<file path="config.mk">
export PLATFORM = sky130hd
export DESIGN_NAME = hpe_ctrl
export DESIGN_NICKNAME = d
export VERILOG_FILES = /design/src/hw/rtl/hpe_pkg.sv /design/src/hw/rtl/hpe_ctrl.sv
export SDC_FILE = /design/constraint.sdc
export NUM_CORES = 1
export LEC_CHECK = 0
export BUFFER_PORTS_ARGS = -buffer_cell sky130_fd_sc_hd__buf_2
export CAP_MARGIN = 20
export CORE_AREA = 2 2 39 41
export CTS_CLUSTER_SIZE = 25
export DETAILED_ROUTE_END_ITERATION = 8
export DIE_AREA = 0 0 41 43
export GPL_TIMING_DRIVEN = 1
export SLEW_MARGIN = 25
export SYNTH_ARGS = -nofsm -noshare
export SYNTH_HDL_FRONTEND = slang
export SYNTH_SLANG_ARGS = --single-unit
</file>
<file path="constraint.sdc">
create_clock -name clk -period 2.1 [get_ports clk]
set_clock_uncertainty 0.15 [all_clocks]
set_input_delay 0 -clock clk [delete_from_list [all_inputs] [get_ports clk]]
set_output_delay 0 -clock clk [all_outputs]
set_load 0.1 [all_outputs]
</file>
<file path="src/hw/rtl/hpe_pkg.sv">
// Shared types, constants and helpers for the histogram percentile engine.
// Used by every module under hw/rtl except hpe_ram; depends on nothing.
package hpe_pkg;

  localparam int VALUE_BITS   = 12;
  localparam int COUNT_BITS   = 32;
  localparam int NUM_BINS     = 1 << VALUE_BITS;
  localparam int IN_VAL_BITS  = 12;
  localparam int OUT_VAL_BITS = 12;
  localparam int OUT_CNT_BITS = 32;
  localparam int POINT_BITS   = 10;
  localparam int SUM_BITS     = 44;
  localparam int SQ_BITS      = 55;
  localparam int SQ_OUT_BITS  = 54;
  localparam int EXT_BITS     = 18;
  localparam int SCALE        = 1000;
  localparam int SCALE_BITS   = 10;
  localparam int PROD_BITS    = COUNT_BITS + POINT_BITS;
  localparam int BIN_K_BITS   = COUNT_BITS + SCALE_BITS;
  localparam int SEEN_BITS    = COUNT_BITS + VALUE_BITS + SCALE_BITS;
  localparam int ACC_BITS     = COUNT_BITS + VALUE_BITS;

  typedef enum logic [1:0] {
    OP_ADD     = 2'd0,
    OP_PCT     = 2'd1,
    OP_ABOVE   = 2'd2,
    OP_SUMMARY = 2'd3
  } op_t;

  typedef enum logic [2:0] {
    ST_CLEAR,
    ST_IDLE,
    ST_ADD_RD,
    ST_ADD_WR,
    ST_SCAN,
    ST_DRAIN,
    ST_LOAD,
    ST_OUT
  } state_t;

  typedef struct packed {
    logic take;
    logic clr_wr;
    logic add_rd;
    logic add_wr;
    logic scan_rd;
    logic out_load;
  } cmd_t;

  typedef struct packed {
    logic cnt_last;
    logic pipe_busy;
  } sts_t;

  // Sign-extends or truncates a bin value to the 12-bit result fields.
  function automatic logic [OUT_VAL_BITS-1:0] to_out(input logic signed [VALUE_BITS-1:0] v);
    logic signed [EXT_BITS-1:0] e;
    e = EXT_BITS'(v);
    return e[OUT_VAL_BITS-1:0];
  endfunction

endpackage

</file>
<file path="src/hw/rtl/hpe_ctrl.sv">
// Controller state machine for the histogram percentile engine.
// Depends on hpe_pkg; drives commands into hpe_dp and reads its status.
module hpe_ctrl (
  input  logic          clk,
  input  logic          rst_n,
  input  logic          in_valid,
  input  logic [1:0]    in_op,
  output logic          in_stall,
  output logic          out_valid,
  input  logic          out_stall,
  output hpe_pkg::cmd_t cmd,
  input  hpe_pkg::sts_t sts
);

  hpe_pkg::state_t st_r, st_nxt;
  hpe_pkg::op_t    op_in;

  assign op_in = hpe_pkg::op_t'(in_op);

  always_ff @(posedge clk) begin
    if (!rst_n) begin
      st_r <= hpe_pkg::ST_CLEAR;
    end else begin
      st_r <= st_nxt;
    end
  end

  always_comb begin
    st_nxt = st_r;
    unique case (st_r)
      hpe_pkg::ST_CLEAR: if (sts.cnt_last) st_nxt = hpe_pkg::ST_IDLE;
      hpe_pkg::ST_IDLE: begin
        if (in_valid) begin
          unique case (op_in)
            hpe_pkg::OP_ADD:     st_nxt = hpe_pkg::ST_ADD_RD;
            hpe_pkg::OP_PCT:     st_nxt = hpe_pkg::ST_SCAN;
            hpe_pkg::OP_ABOVE:   st_nxt = hpe_pkg::ST_SCAN;
            hpe_pkg::OP_SUMMARY: st_nxt = hpe_pkg::ST_LOAD;
            default:             st_nxt = hpe_pkg::ST_IDLE;
          endcase
        end
      end
      hpe_pkg::ST_ADD_RD: st_nxt = hpe_pkg::ST_ADD_WR;
      hpe_pkg::ST_ADD_WR: st_nxt = hpe_pkg::ST_IDLE;
      hpe_pkg::ST_SCAN:   if (sts.cnt_last) st_nxt = hpe_pkg::ST_DRAIN;
      hpe_pkg::ST_DRAIN:  if (!sts.pipe_busy) st_nxt = hpe_pkg::ST_LOAD;
      hpe_pkg::ST_LOAD:   st_nxt = hpe_pkg::ST_OUT;
      hpe_pkg::ST_OUT:    if (!out_stall) st_nxt = hpe_pkg::ST_IDLE;
      default:            st_nxt = hpe_pkg::ST_IDLE;
    endcase
  end

  always_comb begin
    cmd       = '0;
    in_stall  = 1'b1;
    out_valid = 1'b0;
    unique case (st_r)
      hpe_pkg::ST_CLEAR: cmd.clr_wr = 1'b1;
      hpe_pkg::ST_IDLE: begin
        in_stall = 1'b0;
        cmd.take = in_valid;
      end
      hpe_pkg::ST_ADD_RD: cmd.add_rd   = 1'b1;
      hpe_pkg::ST_ADD_WR: cmd.add_wr   = 1'b1;
      hpe_pkg::ST_SCAN:   cmd.scan_rd  = 1'b1;
      hpe_pkg::ST_DRAIN:  cmd          = '0;
      hpe_pkg::ST_LOAD:   cmd.out_load = 1'b1;
      hpe_pkg::ST_OUT:    out_valid    = 1'b1;
      default:            cmd          = '0;
    endcase
  end

  // An add goes through its read and write-back states and returns to idle.
  a_add_done: assert property (@(posedge clk) disable iff (!rst_n)
    (cmd.take && op_in == hpe_pkg::OP_ADD) |-> ##3 (st_r == hpe_pkg::ST_IDLE))
    else $error("add did not return to idle");

  // A summary query passes through the load state and then shows its result.
  a_summary_out: assert property (@(posedge clk) disable iff (!rst_n)
    (cmd.take && op_in == hpe_pkg::OP_SUMMARY) |-> ##2 out_valid)
    else $error("summary result late");

  // Bin writes and scan reads never share a cycle.
  a_no_overlap: assert property (@(posedge clk) disable iff (!rst_n)
    (cmd.add_wr || cmd.clr_wr) |-> !cmd.scan_rd)
    else $error("write during scan");

endmodule

</file>
Word-level counts from Yosys, hierarchy flattened
Cells that the tools add are included.

Flip-flop bits (word level): 3. Input bits: 8.

Equal/unequal tests: 15. Muxes and demuxes: 15. Reduce and logical (&&, ||, !) cells: 4.

Operator list (number): $pmux W3 S8 (1); $mux W3 (5); $eq A3 B3 Y1 const B (4); $ne A2 B2 Y1 const B (5); $pmux W3 S3 (1); $mux W1 (8); $eq A3 B2 Y1 const B (2); $reduce_and A5 Y1 (1); $eq A2 B2 Y1 const B (2); $eq A3 B1 Y1 const B (1); $logic_not A3 Y1 (1); $eq A2 B1 Y1 const B (1); $logic_not A2 Y1 (1); $reduce_or A2 Y1 (1).

Depth between registers and ports, before layout
Gate-level depths: netlist of run 1.

Depth after elaboration: 5. Mapped depth: 5.

Worst setup path before layout of run 1
OpenSTA, ideal clock, no wires.

Path type: flip-flop to output port. Start: register st_r[1]. End: output port cmd[3] in the netlist's numbering. Arrival: 2.750 ns. Data required time: 1.950 ns. Slack: -0.800 ns. Stages on the path, launching flop included: 3. Cell sequence: dfxtp_1 buf_2 nor3b_1.

RTL lines: from (decl) (RTL line hpe_ctrl.sv:15) `hpe_pkg::state_t st_r, st_nxt;`; from (signal assigned) (RTL line hpe_ctrl.sv:22) `st_r <= hpe_pkg::ST_CLEAR;`; from (signal assigned) (RTL line hpe_ctrl.sv:24) `st_r <= st_nxt;`; to (decl) (RTL line hpe_ctrl.sv:11) `output hpe_pkg::cmd_t cmd,`.

==> results of run 1 <==
## synth_stat cells (all sizes together)
cell	number
o21bai	1
ha	1
o2111a	1
o2bb2ai	1
o31a	1
buf	3
nor3b	2
o21ai	2
nor2b	4
o32a	1
and3	3
nor2	2
nand2b	2
a31oi	1
nand2	2
or2	1
a211o	1
nor3	2
inv	3
dfxtp	3
## worst max-delay path by stage
stage	start	endpoint	slack, ns
2_1_floorplan	st_r[1]$_SDFFE_PN0P_	cmd[3]	-0.80
3_3_place_gp	st_r[2]$_SDFFE_PN0P_	st_r[1]$_SDFFE_PN0P_	0.74
3_5_place_dp	st_r[2]$_SDFFE_PN0P_	st_r[1]$_SDFFE_PN0P_	0.69
4_1_cts	st_r[2]$_SDFFE_PN0P_	cmd[1]	0.50
5_1_grt	st_r[1]$_SDFFE_PN0P_	cmd[3]	0.41
6_report	st_r[1]$_SDFFE_PN0P_	cmd[3]	0.49
## power by group through the flow
| stage | Clock [mW] | Sequential [mW] | Combinational (mW) |
|---|---|---|---|
| finish | 0.101 | 0.0879 | 0.195 |
| global route | 0.109 | 0.0903 | 0.207 |
| CTS | 0.107 | 0.0873 | 0.196 |
| detailed placement | 0 | 0.0884 | 0.191 |
| global placement | 0 | 0.0871 | 0.191 |
| floorplan | 0 | 0.0712 | 0.182 |
## cell type report
cell class              count  area, um^2
clock buffers               4        26.3
fillers                   157         967
inverters                   3        11.3
multi-input cells          28         194
flip-flops and latches      3        60.1
well taps                  16        20.0
repair buffers             18         105
## tightest hold or removal path: cells and delay by family
family | cells | cell delay [ns]
buffers and inverters | 1 | 0.10
AOI/OAI and AO/OA | 3 | 0.32
## kinds of logic after synthesis
logic type               synth area share (%)
AND/OR/NAND/NOR                          38.9
AO/OA/AOI/OAI                            25.2
adder cells (fa/ha/maj)                  4.42
flip-flops                               21.2
buffers and inverters                    10.2
## per-stage QoR
step / cells / area (um^2)
finish: 72 / 417
global route: 72 / 417
CTS: 72 / 417
detailed placement: 65 / 360
global placement: 65 / 360
floorplan: 37 / 283
## routing by layer
layer  vias to the layer above  routed length, um  track usage (%)  part of all wire, %
li1                        173                  -                -                    -
met1                       128                349             11.5                   51
met2                        12                276             11.6                   41
met3                         0                 52             1.57                  7.7
met4                         0                  0             8.00                    0
met5                         -                  0                0                    0
## what timing repair did
action,4_1_cts,5_1_grt
resized for setup,0,0
hold buffers,3,0
hold endpoints to repair,3,0
==> metrics.txt, run 1 <==
Syn Nets=46; syn avg cell area=~7.6 um^2; WL final=just under 700 um; Final Critical Period=between 1.5 and 2 ns; GR Overflow Total=0; critical-path cell list=nor3b_1, buf_2; Post-CTS Setup Bufs=0; Reg2Reg Setup Slack=just under 0.7 ns; Max stage delay cell, worst path=dfxtp_1; crit path kind=reg -> out; number of flip-flops in the largest register=3; Tot Pwr=around 0.38 mW; global-route wire length before repair=1050 um; die height=between 40 and 50 um; Power Density=between 900 and 1000 nW/um^2; period utilization=approximately three quarters; share of layout cells above drive strength 1=between 30 and 40%; post-place setup slack=0.687 ns; root buf cell=clkbuf_4; Max Freq=slightly above 600 MHz; Top delay family on crit path=flip-flops; Worst-Margin Slew=approximately 0.48 ns; synth-to-layout area growth=47.3%; post-synthesis register bit count=3; CP max stage delay=~0.55 ns; Max Slew Vio Count=0; crit start category=register; Synth warnings=0; Comb power frac=50.9%; power share of the clock group=26.2%; Sw Pwr=~0.20 mW; die width=between 40 and 50 um; initial DRC count=4; Hold Startpoint=in_valid; number of global-route vias before repair=266; gr usage total=under 10%; Final ANT Viol Nets=0; Netlist Area Pre-Place=283 um^2; Syn Inst Count=37; Final Setup Violations=0; CTS tree=done; Core Rows=14; status=finished, final reports clean; Core Area=1380 um^2; Synth area leader=dfxtp_1; Final Hold Violating Endpoints=0; CTS sink cnt=3; initial antenna violation count=0; RSZ-0062 raised after global routing=false; P_leak=0.211 nW; DR pass1 iterations=4; antenna cells=0; post-synth top area share=roughly a fifth; Residual DRC=0; Layout Utilization=30.1%; Max-cap violations=0; clk buf depth=2; hold path depth=4; Critical Path RT=just under 2 ns; Worst Slack Setup Final=~0.49 ns; reg2reg path depth=3; RR Startpoint=st_r[2]$_SDFFE_PN0P_; worst path bufs/invs=1; crit path DAT=between 1 and 1.5 ns; TNS Setup=0 ns; die area=1760 um^2; Nets=66; Placer Congestion=around 0.74; Worst-path clk slew=about 0.040 ns; vias per inst=~4.3; Int Power=about 0.19 mW; commonest non-fill, non-tap cell in the layout=buf_2; headroom to the max-slew limit=roughly 68%; register area share after synthesis=about a fifth; top cells by area, synth=dfxtp_1 (21%), and3_1 (6.6%), nor2b_1 (6.6%); Crit path depth=2; Buffers on Ports=15; Hold EP=st_r[2]$_SDFFE_PN0P_; clk_lat worst skew=roughly 0.23 ns; largest registers=st_r x3; switching share of power=roughly half; initial core utilization=between 20% and 30%; DR vias=between 300 and 400; Worst Path Max Fanout=14; Crit Reg-Reg Endpoint=st_r[1]$_SDFFE_PN0P_; Crit. End Element=output pin; final hold slack=approximately 0.088 ns; Seq pwr share=22.9%; worst-case vdd ir drop=approximately 0.35 mV; largest net degree at the start of global routing=15; IO Pins=16; register bank with the most flops=st_r; H-Tree Depth=1; CTS Buf Count=3; WL/cell=about 9.4 um; Netlist cell types=22; Worst Hold Class=in -> reg
(Power assumes the default switching activity.)
==> inputs of run 2 (changes only) <==
--- a/config.mk
+++ b/config.mk
@@ -5,6 +5,7 @@
 export SDC_FILE = /design/constraint.sdc
 export NUM_CORES = 1
 export LEC_CHECK = 0
+export ABC_AREA = 1
 export BUFFER_PORTS_ARGS = -buffer_cell sky130_fd_sc_hd__buf_2
 export CAP_MARGIN = 20
 export CORE_AREA = 2 2 39 41
==> constraint.sdc (replaced) <==
create_clock -name clk -period 1.55 [get_ports clk]
set_clock_uncertainty 0.15 [all_clocks]
set_input_delay 0 -clock clk [delete_from_list [all_inputs] [get_ports clk]]
set_output_delay 0 -clock clk [all_outputs]
set_load 0.1 [all_outputs]
==> run 2 against run 1 <==
  * First-iteration DRC count down 25%
  * Count of clock-buffer cells in the layout unchanged
  * Critical path depth up 2
  * Synthesized cell count up 43%
  * Core utilization up 10 points
  * Clock power up 37%
  * Die area unchanged
  * Critical endpoint is now cmd[5]
  * Setup slack worse by 0.38 ns
  * Total power up 56%
  * Area after synthesis up 6.6%
==> metrics.txt, run 2 <==
H-Tree Depth=1 (unchanged); Netlist cell types=15 (-32%); CTS Buf Count=3 (unchanged); vias per inst=4.22 (-2.8%); CTS sink cnt=3 (unchanged); status=finished, final reports clean; number of flip-flops in the largest register=3 (unchanged); DR vias=376 (+20%); Final Critical Period=about 1.4 ns; Syn Inst Count=53 (+43%); most frequent cells after synthesis=inv_1 (12), nand2_1 (11), nor2_1 (8); root buf cell=clkbuf_4; most crowded layer after global routing=met2; headroom to the max-slew limit=79.9% (+12 points); DR pass1 iterations=4 (unchanged); Synth async-reset ratio=0% (unchanged); synth-to-layout area growth=85.1%; gr usage total=10.9% (+2.1 points); met2 usage=16.9% (+5.3 points); die area=1760 um^2 (unchanged); met3 Resource Use GR=6.28% (+4.7 points); Post-CTS Setup Bufs=0 (unchanged); Worst-Margin Slew=0.301 ns (-0.183 ns); Max Slew Vio Count=0 (unchanged); P_leak=0.310 nW (+47%); Core Area=1380 um^2 (unchanged); Max stage delay cell, worst path=dfxtp_1; most frequent cells in the layout=inv_1 (12), nand2_1 (11), buf_2 (7), buf_12 (7); Synth area leader=dfxtp_1; WL final=749 um (+10%); largest net degree at the start of global routing=8 (-7); Buffers on Ports=15 (unchanged); WL/cell=8.42 um (-11%); design area=558 um^2 (+34%); GR Overflow Total=0 (unchanged); global-route wire length before repair=1280 um (+22%); Nets=83 (+26%); initial core utilization=21.8% (+1.4 points); initial antenna violation count=0 (unchanged); met1 usage=11.8% (+0.28 points); Core Rows=14 (unchanged); initial DRC count=3 (-1); Netlist Area Pre-Place=302 um^2 (+6.6%); post-synthesis register bit count=3 (unchanged); Residual DRC=0 (unchanged); critical-path cell list=inv_2, nand3_2, nor2_4, buf_12; crit path kind=reg -> out; dpl hpwl=around 600 um; register area share after synthesis=19.9% (-1.3 points); Crit. End Element=output pin; IO Pins=16 (unchanged); period utilization=92.5%; Power Density=1070 nW/um^2 (+16%); Critical Path RT=1.40 ns (-0.55 ns); post-synth top area share=19.9% (-1.3 points); crit path DAT=1.28 ns (-0.18 ns); Final Hold Violating Endpoints=0 (unchanged); Tot Pwr=0.597 mW (+56%); Worst Path Max Fanout=7 (-7); Final ANT Viol Nets=0 (unchanged); CP max stage delay=0.39 ns (-0.16 ns); Max-cap violations=0 (unchanged); DP Area=519 um^2 (+44%); die width=41 um (unchanged); syn avg cell area=5.69 um^2 (-26%); antenna cells=0 (unchanged); CTS tree=done; Top FF cell, synth=dfxtp_1; RSZ-0062 raised after global routing=false; Syn Nets=62 (+35%); Post-synth EDFFs=0 (unchanged); clk buf depth=2 (unchanged); Max Freq=about 700 MHz; commonest non-fill, non-tap cell in the layout=inv_1; top cells by area, synth=dfxtp_1 (20%), inv_1 (15%), nand2_1 (14%); die height=43 um (unchanged); clk_lat worst skew=0.24 ns (about the same); Worst Hold Class=in -> reg; Placer Congestion=0.790 (+7.0%); Worst-path clk slew=0.04 ns (about the same); Final Setup Violations=0 (unchanged); share of layout cells above drive strength 1=39.7% (+5.8 points); register bank with the most flops=st_r; crit start category=register; count leader, synth=inv_1; number of global-route vias before repair=340 (+28%); Synth warnings=0 (unchanged); worst-case vdd ir drop=0.531 mV (+50%); largest registers=st_r x3
## run 2: changes by cell type after synthesis, moves of 2 or more
cell      delta
nor2b_1      -3
nand2b_1     -2
nor3b_1      -2
a21boi_0     +2
o21ai_0      -2
and3_1       -3
nand2_2      +2
buf_2        -2
nor2_1       +6
nor2_2       +2
nand2_1      +9
inv_2        +2
nand3_1      +5
inv_1        +9
## run 2: logic make-up (layout without fill, tap and decap cells)
| family | Yosys count | in the layout | synth area share (%) |
|---|---|---|---|
| buf+inv | 14 | 34 | 17.4 |
| fa+ha+maj | 1 | 1 | 4.15 |
| flops | 3 | 3 | 19.9 |
| compound gates | 3 | 3 | 7.47 |
| simple gates | 32 | 32 | 51.0 |
## run 2: report_power, final
group	internal, mW	leakage (nW)	switching, mW
clock	0.0965	0.0150	0.0416
combinational	0.118	0.270	0.231
sequential	0.0876	0.0248	0.0219
total	0.303	0.310	0.294
## run 2: critical path, delay by kind of cell (launching register included)
kind	cells	cell delay, ns
buf+inv	2	0.36
flops	1	0.39
simple gates	2	0.31
## run 2: layout make-up
type	instances	area, um^2
inverter	14	52.6
sequential	3	60.1
timing repair buffer	16	193
fill	141	826
clock buffer	4	26.3
tap	16	20.0
multi-input combinational	36	206
## run 2: path summary, 6_finish.rpt
path / start / endpoint / slack [ns] / cells past startpoint
worst min-delay path: sts[1] / st_r[0]$_SDFFE_PN0P_ / 0.01 / 5
worst max register to register: st_r[2]$_SDFFE_PN0P_ / st_r[0]$_SDFFE_PN0P_ / 0.16 / 7
worst max-delay path: st_r[2]$_SDFFE_PN0P_ / cmd[5] / 0.12 / 4
worst min register to register: st_r[0]$_SDFFE_PN0P_ / st_r[0]$_SDFFE_PN0P_ / 0.57 / 5
## run 2: timing repair
action	CTS	global route
resized for setup	0	1
hold endpoints to repair	3	0
endpoints found under the setup margin	0	1
hold buffers	1	0
## run 2: metrics by stage
step / utilization, % / hold slack [ns] / instances / setup TNS, ns / setup slack (ns)
CTS: 40.1 / 0.00253 / 89 / 0 / 0.0893
global route: 40.3 / 0.0493 / 89 / 0 / 0.0174
global placement: 37.5 / 0.120 / 84 / 0 / 0.181
finish: 40.3 / 0.0105 / 89 / 0 / 0.116
floorplan: - / -0.0242 / 53 / -1.98 / -0.407
detailed placement: 37.5 / 0.114 / 84 / 0 / 0.173
## run 2: metal layers
metal | vias up | share of wire (%)
li1 | 200 | -
met1 | 162 | 40
met2 | 14 | 51
met3 | 0 | 8.4
met4 | 0 | 0
met5 | - | 0
